## src/rtl/core/tpc_pkg.sv

```systemverilog
// Shared types and constants of the touch press classifier.
// Configuration register map, reset values and the records that pass between stages.
// No dependencies.
`default_nettype none

package tpc_pkg;

    localparam int RD_W       = 16;   // one raw sensor reading
    localparam int TIME_W     = 32;   // millisecond timestamp
    localparam int CFG_W      = 16;   // every configuration register
    localparam int CFG_ADDR_W = 3;
    localparam int OUT_TDATA_W = 8;

    // Kinds of poll.
    localparam logic KIND_LONG_CHECK  = 1'b0;
    localparam logic KIND_SHORT_CHECK = 1'b1;

    // Configuration register indices.
    typedef enum logic [CFG_ADDR_W-1:0] {
        REG_TOUCH_THRESHOLD = 3'd0,
        REG_LONG_PRESS_MS   = 3'd1,
        REG_LOCKOUT_MS      = 3'd2,
        REG_TAP_MIN_MS      = 3'd3,
        REG_TAP_MAX_MS      = 3'd4
    } cfg_reg_t;

    typedef struct packed {
        logic [CFG_W-1:0] touch_threshold;
        logic [CFG_W-1:0] long_press_ms;
        logic [CFG_W-1:0] lockout_ms;
        logic [CFG_W-1:0] tap_min_ms;
        logic [CFG_W-1:0] tap_max_ms;
    } tpc_cfg_t;

    localparam tpc_cfg_t CFG_RESET = '{
        touch_threshold: 16'd40,
        long_press_ms:   16'd1000,
        lockout_ms:      16'd1000,
        tap_min_ms:      16'd100,
        tap_max_ms:      16'd2000
    };

    // One poll after the readings have been reduced to a touch decision.
    typedef struct packed {
        logic              kind;
        logic [TIME_W-1:0] now_ms;
        logic              touched;
    } tpc_poll_t;

    // One result item; long_press sits in the lowest bit of tdata.
    typedef struct packed {
        logic touched_now;
        logic short_tap;
        logic long_press;
    } tpc_result_t;

    localparam int RESULT_W = $bits(tpc_result_t);

endpackage

`default_nettype wire

```

## src/rtl/core/tpc_lane.sv

```systemverilog
// One reading lane of the touch press classifier: captures one raw reading of a poll
// and widens it to the width of the merged sum. Depends on tpc_pkg.
`default_nettype none

module tpc_lane #(
    parameter int SUM_W = 19
) (
    input  wire logic                     aclk,
    input  wire logic                     load,
    input  wire logic [tpc_pkg::RD_W-1:0] reading_in,
    output logic      [SUM_W-1:0]         reading_out
);

    logic [SUM_W-1:0] reading_reg;

    always_ff @(posedge aclk) begin
        if (load) begin
            reading_reg <= SUM_W'(reading_in);
        end
    end

    assign reading_out = reading_reg;

endmodule

`default_nettype wire

```

## src/rtl/core/tpc_merge.sv

```systemverilog
// Merging stage of the touch press classifier: sums the lane readings and decides touch.
// Depends on tpc_pkg.
`default_nettype none

module tpc_merge #(
    parameter int NUM_READINGS = 5,
    localparam int SUM_W = tpc_pkg::RD_W + $clog2(NUM_READINGS)
) (
    input  wire logic                        aclk,
    input  wire logic                        load,
    input  wire logic [SUM_W-1:0]            lane_val [NUM_READINGS],
    input  wire logic [tpc_pkg::CFG_W-1:0]   threshold,
    input  wire logic                        kind_in,
    input  wire logic [tpc_pkg::TIME_W-1:0]  now_in,
    output tpc_pkg::tpc_poll_t               poll_out
);

    logic [SUM_W-1:0]   sum;
    logic [SUM_W-1:0]   thr_scaled;
    tpc_pkg::tpc_poll_t poll_reg;

    always_comb begin
        sum = '0;
        for (int i = 0; i < NUM_READINGS; i++) begin
            sum = sum + lane_val[i];
        end
    end

    // The truncated average lies below the threshold exactly when the sum lies
    // below threshold times the reading count, so no divider is needed.
    assign thr_scaled = SUM_W'(threshold) * SUM_W'(NUM_READINGS);

    always_ff @(posedge aclk) begin
        if (load) begin
            poll_reg.kind    <= kind_in;
            poll_reg.now_ms  <= now_in;
            poll_reg.touched <= (sum < thr_scaled);
        end
    end

    assign poll_out = poll_reg;

endmodule

`default_nettype wire

```

## src/rtl/core/tpc_decide.sv

```systemverilog
// Press state of the touch press classifier: press tracking, tap arming, lockout,
// and the registered result. Depends on tpc_pkg.
`default_nettype none

module tpc_decide (
    input  wire logic                aclk,
    input  wire logic                aresetn,
    input  wire logic                load,
    input  wire tpc_pkg::tpc_cfg_t   cfg,
    input  wire tpc_pkg::tpc_poll_t  poll,
    output tpc_pkg::tpc_result_t     result
);

    logic                        pressing_reg,      pressing_next;
    logic [tpc_pkg::TIME_W-1:0]  press_start_reg,   press_start_next;
    logic                        tap_armed_reg,     tap_armed_next;
    logic [tpc_pkg::TIME_W-1:0]  last_tap_reg,      last_tap_next;
    tpc_pkg::tpc_result_t        result_reg,        result_next;

    logic [tpc_pkg::TIME_W-1:0]  start_eff;
    logic [tpc_pkg::TIME_W-1:0]  held_ms;
    logic [tpc_pkg::TIME_W-1:0]  press_ms;
    logic [tpc_pkg::TIME_W-1:0]  since_tap_ms;
    logic [tpc_pkg::TIME_W-1:0]  long_ms;
    logic                        lp;
    logic                        st;

    always_comb begin
        // A touch that finds no press in progress starts one now.
        start_eff    = pressing_reg ? press_start_reg : poll.now_ms;
        held_ms      = poll.now_ms - start_eff;
        press_ms     = poll.now_ms - press_start_reg;
        since_tap_ms = poll.now_ms - last_tap_reg;
        long_ms      = tpc_pkg::TIME_W'(cfg.long_press_ms);

        pressing_next    = pressing_reg;
        press_start_next = press_start_reg;
        tap_armed_next   = tap_armed_reg;
        last_tap_next    = last_tap_reg;
        lp               = 1'b0;
        st               = 1'b0;

        if (poll.kind == tpc_pkg::KIND_LONG_CHECK) begin
            if (poll.touched) begin
                if (held_ms >= long_ms) begin
                    pressing_next    = 1'b0;
                    press_start_next = '0;
                    lp               = 1'b1;
                end else begin
                    pressing_next    = 1'b1;
                    press_start_next = start_eff;
                end
            end else if (pressing_reg) begin
                pressing_next    = 1'b0;
                press_start_next = '0;
            end
        end else if (since_tap_ms >= tpc_pkg::TIME_W'(cfg.lockout_ms)) begin
            if (poll.touched) begin
                pressing_next    = 1'b1;
                press_start_next = start_eff;
                tap_armed_next   = (held_ms < long_ms);
            end else if (pressing_reg) begin
                // Release on a short check keeps the start time.
                pressing_next = 1'b0;
                if (tap_armed_reg && (press_ms < long_ms) &&
                    (press_ms >= tpc_pkg::TIME_W'(cfg.tap_min_ms)) &&
                    (press_ms <= tpc_pkg::TIME_W'(cfg.tap_max_ms))) begin
                    tap_armed_next = 1'b0;
                    last_tap_next  = poll.now_ms;
                    st             = 1'b1;
                end
            end
        end

        result_next.long_press  = lp;
        result_next.short_tap   = st;
        result_next.touched_now = pressing_next;
    end

    always_ff @(posedge aclk) begin
        if (!aresetn) begin
            pressing_reg    <= 1'b0;
            press_start_reg <= '0;
            tap_armed_reg   <= 1'b0;
            last_tap_reg    <= '0;
        end else if (load) begin
            pressing_reg    <= pressing_next;
            press_start_reg <= press_start_next;
            tap_armed_reg   <= tap_armed_next;
            last_tap_reg    <= last_tap_next;
        end
    end

    always_ff @(posedge aclk) begin
        if (load) begin
            result_reg <= result_next;
        end
    end

    assign result = result_reg;

endmodule

`default_nettype wire

```

## src/rtl/core/touch_press_classifier.sv

```systemverilog
// Top level of the touch press classifier: configuration registers, lane array,
// merging stage, press state and the transfer handshakes. Depends on tpc_pkg,
// tpc_lane, tpc_merge and tpc_decide.
`default_nettype none

// The block takes one poll per transfer on the slave side and returns exactly one
// result per poll on the master side, in order. A poll carries a kind in s_tuser
// (long-press check or short-tap check), a millisecond timestamp and the raw touch
// readings in s_tdata. Each reading has a lane of its own; the merging stage adds
// the lane values and compares the sum with the touch threshold scaled by the
// reading count, which gives the same answer as comparing the truncated average.
// The press state is updated combinationally ahead of the result register, so the block
// sustains one poll per clock while m_tready stays high; a poll passes through the lane
// registers, the merge register and the result register before m_tvalid rises. The slave
// side keeps accepting while a result waits, as long as a pipeline stage is free.
// Configuration registers are written through cfg_wr_en, cfg_addr and cfg_wr_data, and
// should only be written while no poll is in flight; indices beyond the last register
// are ignored. Timestamps are compared with 32-bit wraparound.
module touch_press_classifier #(
    parameter int NUM_READINGS = 5
) (
    input  wire logic                                aclk,
    input  wire logic                                aresetn,
    // Configuration write port.
    input  wire logic                                cfg_wr_en,
    input  wire logic [tpc_pkg::CFG_ADDR_W-1:0]      cfg_addr,
    input  wire logic [tpc_pkg::CFG_W-1:0]           cfg_wr_data,
    // Poll input.
    input  wire logic                                s_tvalid,
    output logic                                     s_tready,
    // tdata, lowest bit first: now_ms[31:0], reading_a, reading_b, ... (16 bits each)
    input  wire logic [tpc_pkg::TIME_W+NUM_READINGS*tpc_pkg::RD_W-1:0] s_tdata,
    // tuser: kind
    input  wire logic                                s_tuser,
    // Result output.
    output logic                                     m_tvalid,
    input  wire logic                                m_tready,
    // tdata, lowest bit first: long_press, short_tap, touched_now, zero padding
    output logic [tpc_pkg::OUT_TDATA_W-1:0]          m_tdata
);

    localparam int SUM_W = tpc_pkg::RD_W + $clog2(NUM_READINGS);

    // Configuration registers.
    tpc_pkg::tpc_cfg_t cfg_reg, cfg_next;

    always_comb begin
        cfg_next = cfg_reg;
        if (cfg_wr_en) begin
            unique case (cfg_addr)
                tpc_pkg::REG_TOUCH_THRESHOLD: cfg_next.touch_threshold = cfg_wr_data;
                tpc_pkg::REG_LONG_PRESS_MS:   cfg_next.long_press_ms   = cfg_wr_data;
                tpc_pkg::REG_LOCKOUT_MS:      cfg_next.lockout_ms      = cfg_wr_data;
                tpc_pkg::REG_TAP_MIN_MS:      cfg_next.tap_min_ms      = cfg_wr_data;
                tpc_pkg::REG_TAP_MAX_MS:      cfg_next.tap_max_ms      = cfg_wr_data;
                default:                      cfg_next                 = cfg_reg;
            endcase
        end
    end

    always_ff @(posedge aclk) begin
        if (!aresetn) begin
            cfg_reg <= tpc_pkg::CFG_RESET;
        end else begin
            cfg_reg <= cfg_next;
        end
    end

    // Pipeline occupancy. A stage loads when it is empty or when its contents move on in
    // the same cycle, so with m_tready high a full pipeline still advances one poll per clock.
    logic lane_valid_reg,  lane_valid_next;
    logic merge_valid_reg, merge_valid_next;
    logic out_valid_reg,   out_valid_next;
    logic accept;
    logic load_merge;
    logic load_out;

    assign load_out   = merge_valid_reg && (!out_valid_reg || m_tready);
    assign load_merge = lane_valid_reg && (!merge_valid_reg || load_out);
    assign s_tready   = !lane_valid_reg || load_merge;
    assign accept     = s_tvalid && s_tready;

    always_comb begin
        lane_valid_next  = lane_valid_reg;
        merge_valid_next = merge_valid_reg;
        out_valid_next   = out_valid_reg;
        if (accept) begin
            lane_valid_next = 1'b1;
        end else if (load_merge) begin
            lane_valid_next = 1'b0;
        end
        if (load_merge) begin
            merge_valid_next = 1'b1;
        end else if (load_out) begin
            merge_valid_next = 1'b0;
        end
        if (load_out) begin
            out_valid_next = 1'b1;
        end else if (m_tready) begin
            out_valid_next = 1'b0;
        end
    end

    always_ff @(posedge aclk) begin
        if (!aresetn) begin
            lane_valid_reg  <= 1'b0;
            merge_valid_reg <= 1'b0;
            out_valid_reg   <= 1'b0;
        end else begin
            lane_valid_reg  <= lane_valid_next;
            merge_valid_reg <= merge_valid_next;
            out_valid_reg   <= out_valid_next;
        end
    end

    // Kind and timestamp travel alongside the lane registers.
    logic                        kind_reg;
    logic [tpc_pkg::TIME_W-1:0]  now_reg;

    always_ff @(posedge aclk) begin
        if (accept) begin
            kind_reg <= s_tuser;
            now_reg  <= s_tdata[tpc_pkg::TIME_W-1:0];
        end
    end

    // One lane per reading.
    logic [SUM_W-1:0] lane_val [NUM_READINGS];

    for (genvar g = 0; g < NUM_READINGS; g++) begin : g_lane
        tpc_lane #(
            .SUM_W (SUM_W)
        ) u_lane (
            .aclk        (aclk),
            .load        (accept),
            .reading_in  (s_tdata[tpc_pkg::TIME_W + g*tpc_pkg::RD_W +: tpc_pkg::RD_W]),
            .reading_out (lane_val[g])
        );
    end

    tpc_pkg::tpc_poll_t   poll;
    tpc_pkg::tpc_result_t result;

    tpc_merge #(
        .NUM_READINGS (NUM_READINGS)
    ) u_merge (
        .aclk      (aclk),
        .load      (load_merge),
        .lane_val  (lane_val),
        .threshold (cfg_reg.touch_threshold),
        .kind_in   (kind_reg),
        .now_in    (now_reg),
        .poll_out  (poll)
    );

    tpc_decide u_decide (
        .aclk    (aclk),
        .aresetn (aresetn),
        .load    (load_out),
        .cfg     (cfg_reg),
        .poll    (poll),
        .result  (result)
    );

    assign m_tvalid = out_valid_reg;
    assign m_tdata  = {{(tpc_pkg::OUT_TDATA_W - tpc_pkg::RESULT_W){1'b0}}, result};

    // A single poll never reports both a long press and a tap.
    a_one_event : assert property (@(posedge aclk) disable iff (!aresetn)
        m_tvalid |-> !(result.long_press && result.short_tap))
        else $error("long press and short tap reported together");

    // A long press clears the press, so it is never reported as still touched.
    a_long_clears : assert property (@(posedge aclk) disable iff (!aresetn)
        (m_tvalid && result.long_press) |-> !result.touched_now)
        else $error("long press reported with press still in progress");

    // With every stage full and the output stalled, no new poll may enter.
    a_full_stall : assert property (@(posedge aclk) disable iff (!aresetn)
        (lane_valid_reg && merge_valid_reg && out_valid_reg && !m_tready) |-> !s_tready)
        else $error("poll accepted while pipeline is full and stalled");

endmodule

`default_nettype wire

```

## config.mk

```make
export PLATFORM = sky130hd
export DESIGN_NAME = touch_press_classifier
export DESIGN_NICKNAME = d
export VERILOG_FILES = /design/src/rtl/core/tpc_pkg.sv /design/src/rtl/core/tpc_lane.sv /design/src/rtl/core/tpc_merge.sv /design/src/rtl/core/tpc_decide.sv /design/src/rtl/core/touch_press_classifier.sv
export SDC_FILE = /design/constraint.sdc
export NUM_CORES = 1
export LEC_CHECK = 0
export ABC_AREA = 1
export BUFFER_PORTS_ARGS = -buffer_cell sky130_fd_sc_hd__buf_2
export CELL_PAD_IN_SITES_DETAIL_PLACEMENT = 2
export CELL_PAD_IN_SITES_GLOBAL_PLACEMENT = 2
export CORE_UTILIZATION = 31
export DETAILED_ROUTE_END_ITERATION = 6
export PLACE_DENSITY_LB_ADDON = 0.1
export SETUP_SLACK_MARGIN = 0.15
export SLEW_MARGIN = 20
export SYNTH_ARGS = -nofsm -noshare
export SYNTH_HDL_FRONTEND = slang
export SYNTH_SLANG_ARGS = --single-unit
```

## constraint.sdc

```tcl
create_clock -name aclk -period 4.7 [get_ports aclk]
set_input_delay 0.47 -clock aclk [delete_from_list [all_inputs] [get_ports aclk]]
set_output_delay 0.47 -clock aclk [all_outputs]
set_load 0.1 [all_outputs]
```

==> results.txt <==
----------------------------------------------------
[Global routing]
  Via count of the first global-routing pass ... 25,300
  Antenna violations before repair ... 3
  Global-route wire length before repair ... 143,000 microns
  Pin count of the biggest net entering global routing ... 114
  All-layer global routing usage ... 24.0%
  Total grt overflow ... 0

[Logic synthesis]
  Sequential share of the synthesized area ... 32.0%
  Total of flip-flops plus latches after synthesis ... 299
  Synth cell types ... 47
  Total of warnings raised by yosys ... 0
  Netlist Area Pre-Place ... 23,400 sq um
  Mapped Avg Cell Area ... 6.97 sq um
  Post-Synthesis Cells ... 3,351

[Power and ir drop]
  Overall power of the completed layout ... 11.1 mW
  Maximum resistive drop on vdd ... 0.349 mV
  Reported leakage power ... 14.6 nW
  P per Cell Area ... 383 nW/um^2

[Worst setup path]
  Critical setup path kind ... reg -> reg
  Reg-to-Reg Start ... g_lane[1].u_lane.reading_out[4]$_DFFE_PP_
  Standard cell with the maximum stage delay on the critical path ... fa_1
  Worst Path Max Fanout ... 4
  Signal arrival time at the worst endpoint ... 5.53 ns
  Crit path from ... g_lane[1].u_lane.reading_out[4]$_DFFE_PP_
  CP Capture Type ... register
  CP startpoint kind ... register
  Most prevalent standard cell on the critical path ... nand2_1
  WP data required ... 5.04 ns
  Largest stage delay on the critical path ... 0.45 ns

[Drt]
  Router iterations before antenna repair ... 5
  Drt total wl ... 95,000 microns
  Number of nets still failing antenna checks after routing ... 0
  DRC Markers ... 0
  Number of vias per cell after detailed routing ... 4.89
  Number of design-rule violations left by the first detailed-router iteration ... 771
  Per-cell routed wire length ... 20.4 microns
  Number of vias after detailed routing ... 22,800

[Die]
  Width of the chip ... 277 microns
  Die Outline Area ... 76,500 sq um
  Core area ... 74,600 sq um
  I/O pins ... 147
  # rows ... 100
  Starting density of the core ... 31.3%
  Die Y-Extent ... 277 microns

[Place]
  Count of buffers inserted at the top-level ports ... 141
  HPWL after detailed placement ... 73,800 microns
  Placed cell areas ... 26,100 sq um
  Final Wtd Congestion ... 0.877

[Min path]
  Min-delay worst type ... in -> reg
  Hold path startpoint ... s_tdata[64]

[Clocking]
  TritonCTS clock tree ... done
  Root cell of the clock tree ... clkbuf_16
  Total CTS buffers ... 40
  Insertion delay to the later sink of the worst-skew pair ... 0.59 ns
  Clk pin slew, worst setup/hold paths ... 0.07 ns
  Maximum buffer depth of the clock tree ... 3
  CTS sink cnt ... 299
  Hold-fix buffers, CTS ... 0
  Count of H-tree levels built during CTS ... 2

[STA]
  Tightest slew margin relative to the limit ... 43.8%
  Final Hold Vio Count ... 0
  Pin slew with the least headroom to its limit ... 0.843 ns
  Max Slew Vio Count ... 0
  Achievable clock frequency ... 0.193 GHz
  Final period utilization ... 110%
  Post-route setup slack ... -0.488 ns
  Setup repair after global routing missed its margin ... true
  Worst Clk Skew ... 0.0351 ns
  Setup-violating endpoint count in the final report ... 1
  Final min period ... 5.19 ns

[Layout]
  Fraction of layout cells with a size suffix above 1 ... 16.2%
  Fin area ... 29,000 sq um
  Layout Nets ... 4,081
  Area growth syn-to-layout ... 24.0%

[Outcome]
  Failing checks ... negative setup slack
  Status ... finished with violations

[Run]
  Total of max-cap violations ... 0

----------------------------------------------------
## cell families (layout without fill, tap and decap cells)
family,Yosys count,after routing,share of synthesized area [%]
AOI/OAI and AO/OA,405,405,9.32
xor gates and xnor gates,88,88,3.30
adders and majority gates,289,289,16.7
buffers and inverters,716,1047,11.9
DFF,299,299,32.0
other,1,6,0.0160
and+or+nand+nor,1553,1554,26.8
## metrics by stage
step | hold WS (ns) | setup TNS (ns) | cells | setup slack, ns | util, %
2_1_floorplan | 0.400 | 0 | 3355 | 0.160 | -
3_3_place_gp | 0.403 | -0.243 | 4531 | -0.243 | 35.0
3_5_place_dp | 0.410 | -0.616 | 4531 | -0.616 | 35.0
4_1_cts | 0.0116 | -0.340 | 4620 | -0.340 | 37.4
5_1_grt | 0.0319 | -0.759 | 4656 | -0.759 | 38.9
6_report | 0.0524 | -0.488 | 4657 | -0.488 | 38.9
## synth_stat cells, drive strengths merged
cell type	count	area share, %
a211oi	4	0.13
nand3	118	2.6
o21bai	10	0.32
nor2	296	4.9
o31a	2	0.075
buf	27	0.84
o211ai	20	0.64
o21ai	123	2.6
fa	37	3.2
nand4	24	0.64
a21o	4	0.13
dfxtp	149	13
nand2	1059	17
xnor2	18	0.67
xor2	70	2.6
o31ai	2	0.064
ha	252	13
nor4	6	0.16
conb	1	0.016
clkbuf	27	0.43
inv	662	11
or2	4	0.11
nor3	28	0.64
a21oi	223	4.8
o21a	5	0.16
and3	3	0.080
o221ai	2	0.075
nand3b	10	0.32
a21boi	6	0.19
a31oi	3	0.080
edfxtp	150	19
and2	5	0.13
a2111oi	1	0.037
## cell usage in the layout (no fill, tap or decap), drive strengths merged, types with 6 or more instances in the layout
cell type  netlist  routed
a21boi           6       6
a21oi          223     223
buf             27     305
clkbuf          27      52
clkinv           0      13
clkinvlp         0       7
dfxtp          149     149
edfxtp         150     150
fa              37      37
ha             252     252
inv            662     664
nand2         1059    1059
nand3          118     118
nand3b          10      10
nand4           24      24
nor2           296     297
nor3            28      28
nor4             6       6
o211ai          20      20
o21ai          123     123
o21bai          10      10
xnor2           18      18
xor2            70      70
## routing by layer
| layer | share of wire (%) | vias to the layer above | global-route usage (%) |
|---|---|---|---|
| li1 | - | 11100 | - |
| met1 | 46 | 11400 | 30.4 |
| met2 | 51 | 220 | 44.0 |
| met3 | 2.0 | 81 | 2.00 |
| met4 | 1.8 | 0 | 5.39 |
| met5 | 0 | - | 0 |
## power breakdown
group / switching [mW] / internal [mW] / total [mW]
clock: 1.34 / 1.92 / 3.27
sequential: 0.0842 / 2.88 / 2.96
combinational: 2.84 / 2.05 / 4.88
## area by class of cell
| cell class | count | area, sq um |
|---|---|---|
| Clock inverter | 27 | 318 |
| Multi-Input combinational cell | 2341 | 14100 |
| Tap cell | 969 | 1210 |
| Sequential cell | 299 | 7490 |
| Fill cell | 8683 | 45600 |
| Inverter | 662 | 2490 |
| Clock buffer | 47 | 1070 |
| Antenna cell | 1 | 2.50 |
| Timing Repair Buffer | 311 | 2270 |
## what timing repair did
| item | CTS | global route |
|---|---|---|
| pin swaps | 40 | 74 |
| setup endpoints to repair | 66 | 68 |
| gates cloned | 2 | 8 |
| setup buffers | 13 | 28 |
| resized for setup | 54 | 174 |
## worst max-delay path: cells and delay by family, from the launching register on
kind,cells,cell delay (ns)
fa+ha+maj,5,1.69
compound gates,5,0.91
simple gates,10,0.81
buf+inv,7,0.76
flops,1,0.43
xor+xnor,2,0.33
## final timing paths
path,to,slack (ns),depth (start not counted)
setup / recovery,u_merge.poll_out[0]$_DFFE_PP_,-0.49,29
hold / removal,g_lane[2].u_lane.reading_out[0]$_DFFE_PP_,0.05,1
setup reg to reg,u_merge.poll_out[0]$_DFFE_PP_,-0.49,29
hold reg to reg,u_merge.poll_out[20]$_DFFE_PP_,0.42,0
Note: power is estimated with default switching activity, not from simulation.
